File: src/hdl/gbs_pkg.sv
// Shared types and constants for the greedy box suppression block.
// No dependencies; imported by every module of the block except gbs_ram.
package gbs_pkg;

	localparam int MAX_BOXES_DEF = 64;
	localparam int IDX_W = 6;
	localparam int COORD_W = 16;
	localparam int SCORE_W = 16;
	localparam int AREA_W = 33;
	localparam int BOX_W = 4 * COORD_W;
	localparam logic [15:0] IOU_LIMIT_RST = 16'd29491;

	typedef struct packed {
		logic signed [COORD_W-1:0] left_x;
		logic signed [COORD_W-1:0] top_y;
		logic signed [COORD_W-1:0] right_x;
		logic signed [COORD_W-1:0] bottom_y;
		logic [SCORE_W-1:0] score;
		logic final_box;
	} box_t;

	typedef struct packed {
		logic [IDX_W-1:0] kept_index;
		logic last_kept;
	} result_t;

	typedef struct packed {
		logic load;
		logic scan_clr;
		logic sel_issue;
		logic cmp_issue;
		logic fetch;
		logic pivot_latch;
		logic emit_last;
	} cmd_t;

	typedef struct packed {
		logic scan_last;
		logic pipe_empty;
		logic found;
	} status_t;

endpackage

File: src/hdl/gbs_ctrl.sv
// Sequencer for load, max-score selection, pairwise overlap scan and emission.
// Uses gbs_pkg command and status types; drives gbs_dp.
module gbs_ctrl
	import gbs_pkg::*;
(
	input  logic    clk,
	input  logic    arst_n,
	input  logic    start,
	input  logic    final_box,
	input  status_t stat,
	output logic    busy,
	output cmd_t    cmd
);

	localparam logic [2:0] S_IDLE = 3'd0;
	localparam logic [2:0] S_SELI = 3'd1;
	localparam logic [2:0] S_SEL  = 3'd2;
	localparam logic [2:0] S_SELW = 3'd3;
	localparam logic [2:0] S_DEC  = 3'd4;
	localparam logic [2:0] S_FETW = 3'd5;
	localparam logic [2:0] S_CMP  = 3'd6;
	localparam logic [2:0] S_DRN  = 3'd7;

	logic [2:0] state_q, state_d;

	assign busy = (state_q != S_IDLE);

	always_comb begin
		state_d = state_q;
		cmd = '0;
		case (state_q)
			S_IDLE: begin
				if (start) begin
					cmd.load = 1'b1;
					if (final_box) state_d = S_SELI;
				end
			end
			S_SELI: begin
				cmd.scan_clr = 1'b1;
				state_d = S_SEL;
			end
			S_SEL: begin
				cmd.sel_issue = 1'b1;
				if (stat.scan_last) state_d = S_SELW;
			end
			S_SELW: state_d = S_DEC;
			S_DEC: begin
				if (stat.found) begin
					cmd.fetch = 1'b1;
					state_d = S_FETW;
				end else begin
					cmd.emit_last = 1'b1;
					state_d = S_IDLE;
				end
			end
			S_FETW: begin
				cmd.pivot_latch = 1'b1;
				cmd.scan_clr = 1'b1;
				state_d = S_CMP;
			end
			S_CMP: begin
				cmd.cmp_issue = 1'b1;
				if (stat.scan_last) state_d = S_DRN;
			end
			S_DRN: begin
				if (stat.pipe_empty) state_d = S_SELI;
			end
			default: state_d = S_IDLE;
		endcase
	end

	always_ff @(posedge clk or negedge arst_n) begin
		if (!arst_n) begin
			state_q <= S_IDLE;
		end else begin
			state_q <= state_d;
		end
	end

endmodule

File: config.mk
export PLATFORM = sky130hd
export DESIGN_NAME = gbs_ctrl
export DESIGN_NICKNAME = d
export VERILOG_FILES = /design/src/hdl/gbs_pkg.sv /design/src/hdl/gbs_ctrl.sv
export SDC_FILE = /design/constraint.sdc
export NUM_CORES = 1
export LEC_CHECK = 0
export ABC_AREA = 1
export BUFFER_PORTS_ARGS = -buffer_cell sky130_fd_sc_hd__buf_2
export CORE_AREA = 4 4 41 43
export CTS_CLUSTER_DIAMETER = 80
export DETAILED_ROUTE_END_ITERATION = 10
export DIE_AREA = 0 0 45 47
export PLACE_DENSITY = 0.47
export RECOVER_POWER = 25
export SETUP_SLACK_MARGIN = 0.4
export SLEW_MARGIN = 20
export SYNTH_ARGS = -nofsm -noshare
export SYNTH_HDL_FRONTEND = slang
export SYNTH_SLANG_ARGS = --single-unit
File: constraint.sdc
create_clock -name clk -period 1.4 [get_ports clk]
set_input_delay 0.21 -clock clk [delete_from_list [all_inputs] [get_ports clk]]
set_output_delay 0.21 -clock clk [all_outputs]
set_load 0.05 [all_outputs]
# == After elaboration in Yosys (flattened, before gate mapping) ==
# Cells that the tools add are included.
# word_totals
wordCells,34
regBits,3
out_inout_bits,8
# classes
mux,17
n_reduce_logical,4
n_eq_ne,12
# ops
cell,count
case mux 3 bit (8 select lines),1
two-way mux 3 bit,6
equality test 3 bit (second input constant),4
two-way mux 1 bit,10
!= test 2 bit (second input constant),5
equality test 3 x 2 -> 1 bit (second input constant),2
AND reduction 5 bit,1
equality test 3 x 1 -> 1 bit (second input constant),1
logical NOT 3 bit,1
nonzero test 3 bit,1
OR reduction 2 bit,1

# == Longest topological paths before layout ==
# depth
word_depth,3
ltp_mapped,8
ltp_nobuf,8

# == Worst setup path after synthesis ==
# Ideal clock, no wire load.
# synth_timing
path_kind,register to output
startpoint,register state_q[0]
endpoint,output port cmd[6] in the netlist's numbering
arrival_time_ns,1.584
setup_slack_ns,-0.394
path_stages_with_launch,5
t_required_ns,1.190
path_cell_list,dfrtp_1 -> inv_1 -> ha_1 -> nand2_4 -> nor2_1
# synth_rtl
item,line_no,text
"start, declared",gbs_ctrl.sv:24,"logic [2:0] state_q, state_d;"
"start signal, assigned",gbs_ctrl.sv:76,state_q <= state_d;
"end, declared",gbs_ctrl.sv:12,output cmd_t cmd

==> key figures <==
Outcome
  • Outcome: complete, but fails checks
  • Failing checks: setup timing

Setup path
  • Critical Path Sink Type: output pin
  • Max Fanout on Critical Path: 3
  • R2r worst-path depth: 10
  • Reg2Reg Setup Slack: 0.01 ns
  • WP data arrival: roughly 1.3 ns
  • WS Path Type: register to output pin
  • RR Endpoint: state_q[0]
  • CP Launch Type: register
  • Worst flop-to-flop path startpoint: state_q[1]
  • CP required: ~1.2 ns

Route
  • Drc violations: 0
  • Via density: between 3 and 4
  • Initial DRC Count: 1
  • Via count: 370
  • Antenna Violating Nets Remaining: 0
  • Final wirelength: between 800 and 900 um
  • Drt pass-1 iters: 2
  • Wire per inst: around 9.2 um

Die
  • # IOs: 15
  • Die width: 45 um
  • Initial core utilization: between 20% and 30%
  • Core area: about 1300 um^2
  • Chip height: 47 um
  • Site row count: 13
  • Area of the die: roughly 2100 um^2

Clock network
  • Total CTS buffers: 3
  • Clock Latency Late Sink: ~0.23 ns
  • Clock tree buffer depth: 2
  • H-tree depth: 1
  • TritonCTS clock tree: yes
  • Clock sink total: 3
  • Clock transition at path regs: ~0.040 ns
  • CTS Root Cell: clkbuf_4

STA
  • Minimum hold slack: 0.3175 ns
  • RSZ-0062 raised after global routing: yes
  • Final Max Slew Viols: 0
  • Worst Tran Pin Value: ~0.29 ns
  • Max Freq: between 0.6 and 0.7 GHz
  • Final worst slack: -0.09823 ns
  • Minimum clock period: about 1.5 ns
  • Final hold viol count: 0
  • Clock skew: about 0.0017 ns
  • Final Setup Violations: 6
  • Tcrit/Tclk final: 107.0%
  • Slew HR: between 80% and 90%
  • Setup TNS: -0.4744 ns

GRT
  • Largest net degree at the start of global routing: 9
  • Vias in the first global route: 339
  • Initial antenna violation count: 0
  • Aggregate global routing overflow: 0
  • First-pass GRT wire length: about 1.4 mm
  • GRT Overall Usage: 9.494%

Yosys
  • Synth Flop Type: dfrtp_1
  • Post-Syn Instances: 52
  • Post-synth top cells: 17 x nand2_1, 11 x inv_1, 5 x ha_1
  • Seq cells post-synth: 3
  • Mapped cell area: between 300 and 400 um^2
  • Post-synth cell types: 13
  • Synth top area share: around a fifth
  • Post-synth EDFFs: 0
  • Syn Area/Cell: slightly below 7 um^2
  • Register area share after synthesis: roughly a fifth
  • Top-count cell post-synth: nand2_1
  • Yosys warning count: 0
  • FFs w/ async S/R, synth: 100.0%
  • Synth area leaders: dfrtp_1 21%, nand2_1 18%, ha_1 17%, inv_1 11%, nor2_4 6.3%
  • Mapped Nets: 64
  • Leading area contributor after synthesis: dfrtp_1

Finish
  • Area Growth Syn to Fin: 98.61%
  • # fillers: ~120
  • Fraction of layout cells with a size suffix above 1: approximately three fifths
  • Final nets: between 90 and 100
  • Most flop-heavy register: state_q
  • Fin cells: 95
  • Biggest registers after layout: state_q x3
  • # diodes: 0
  • Largest register FFs: 3
  • Final Util: 54.81%

Placed design
  • Port Buffers: 14
  • Inst Count DP: 84
  • Post-DP HPWL: slightly below 700 um
  • Placer Congestion: slightly below 0.8

Power
  • PwrDens: approximately 2400 nW/um^2
  • Max rail drop VDD: 1078 uV
  • Total leakage power: 0.3519 nW

Hold path
  • Min-Delay Path Class: primary input to asynchronous set/reset pin

Flow run
  • Max-cap viol count: 0
per-layer routing:
layer / global-route usage [%] / share of wire [%] / up-vias
met1: 12.10 / 46 / 153
met4: 7.018 / 0 / 0
met2: 13.84 / 48 / 11
li1: - / - / 206
met5: 0 / 0 / -
met3: 2.299 / 6.1 / 0
per-stage QoR:
step                power, mW  instance area, um^2  setup slack (ns)
floorplan               1.044                419.2            0.1123
global placement        1.263                526.8           0.03906
detailed placement      1.256                526.8           0.01033
CTS                     1.689                685.7          -0.09437
global route            1.881                713.2           -0.1687
finish                  1.734                713.2          -0.09823
worst max path at each step:
stage	slack, ns	end	from
finish	-0.1	cmd[1]	state_q[0]
global route	-0.17	cmd[2]	state_q[1]
CTS	-0.09	cmd[2]	state_q[1]
detailed placement	0.01	cmd[0]	state_q[1]
global placement	0.04	cmd[4]	state_q[0]
floorplan	0.11	cmd[6]	state_q[1]
kinds of logic after synthesis:
family        count (synthesis)  synth area share, %
simple gates                 31                44.60
buf+inv                      13                17.07
fa+ha+maj                     5                17.42
flops                         3                20.91
cell usage in the layout (no fill, tap or decap):
master	count
ha_4	2
buf_6	8
buf_4	7
nand2_2	3
inv_1	6
dfrtp_1	2
nand3_4	1
dfrtp_2	1
nand4_1	1
nand3_2	1
ha_2	2
clkbuf_4	3
buf_2	5
nand2_4	1
nand2_8	1
dlygate4sd3_1	1
clkinvlp_4	3
nor2_1	1
clkbuf_1	2
buf_8	3
inv_6	1
ha_1	1
nand2_1	14
nand3_1	3
inv_2	2
nor2_4	5
what timing repair did:
action	in CTS	in global routing
setup endpoints to repair	11	11
pin swaps	3	0
hold endpoints to repair	3	0
setup buffers	4	2
resized for setup	28	2
gates cloned	0	0
hold buffers	1	0
layout make-up:
type	instances	area, um^2	area share, %
clock buffers	4	26.28	3.684
inverters	12	61.31	8.596
multi-input cells	36	304.0	42.63
flip-flops and latches	3	76.32	10.70
well taps	15	18.77	2.632
repair buffers	25	226.5	31.75
worst max-delay path, stage by stage (launching register included):
cell and delay (ns):
dfrtp_1 0.40, buf_6 0.14, ha_2 0.18, nand2_2 0.09, clkinvlp_4 0.10, buf_8 0.15
where the power goes:
part           internal [mW]  switching [mW]
Combinational          0.609           0.763
Sequential             0.135          0.0824
Clock                  0.106          0.0385
Total                  0.850           0.884
Note: power is estimated with default switching activity, not from simulation.
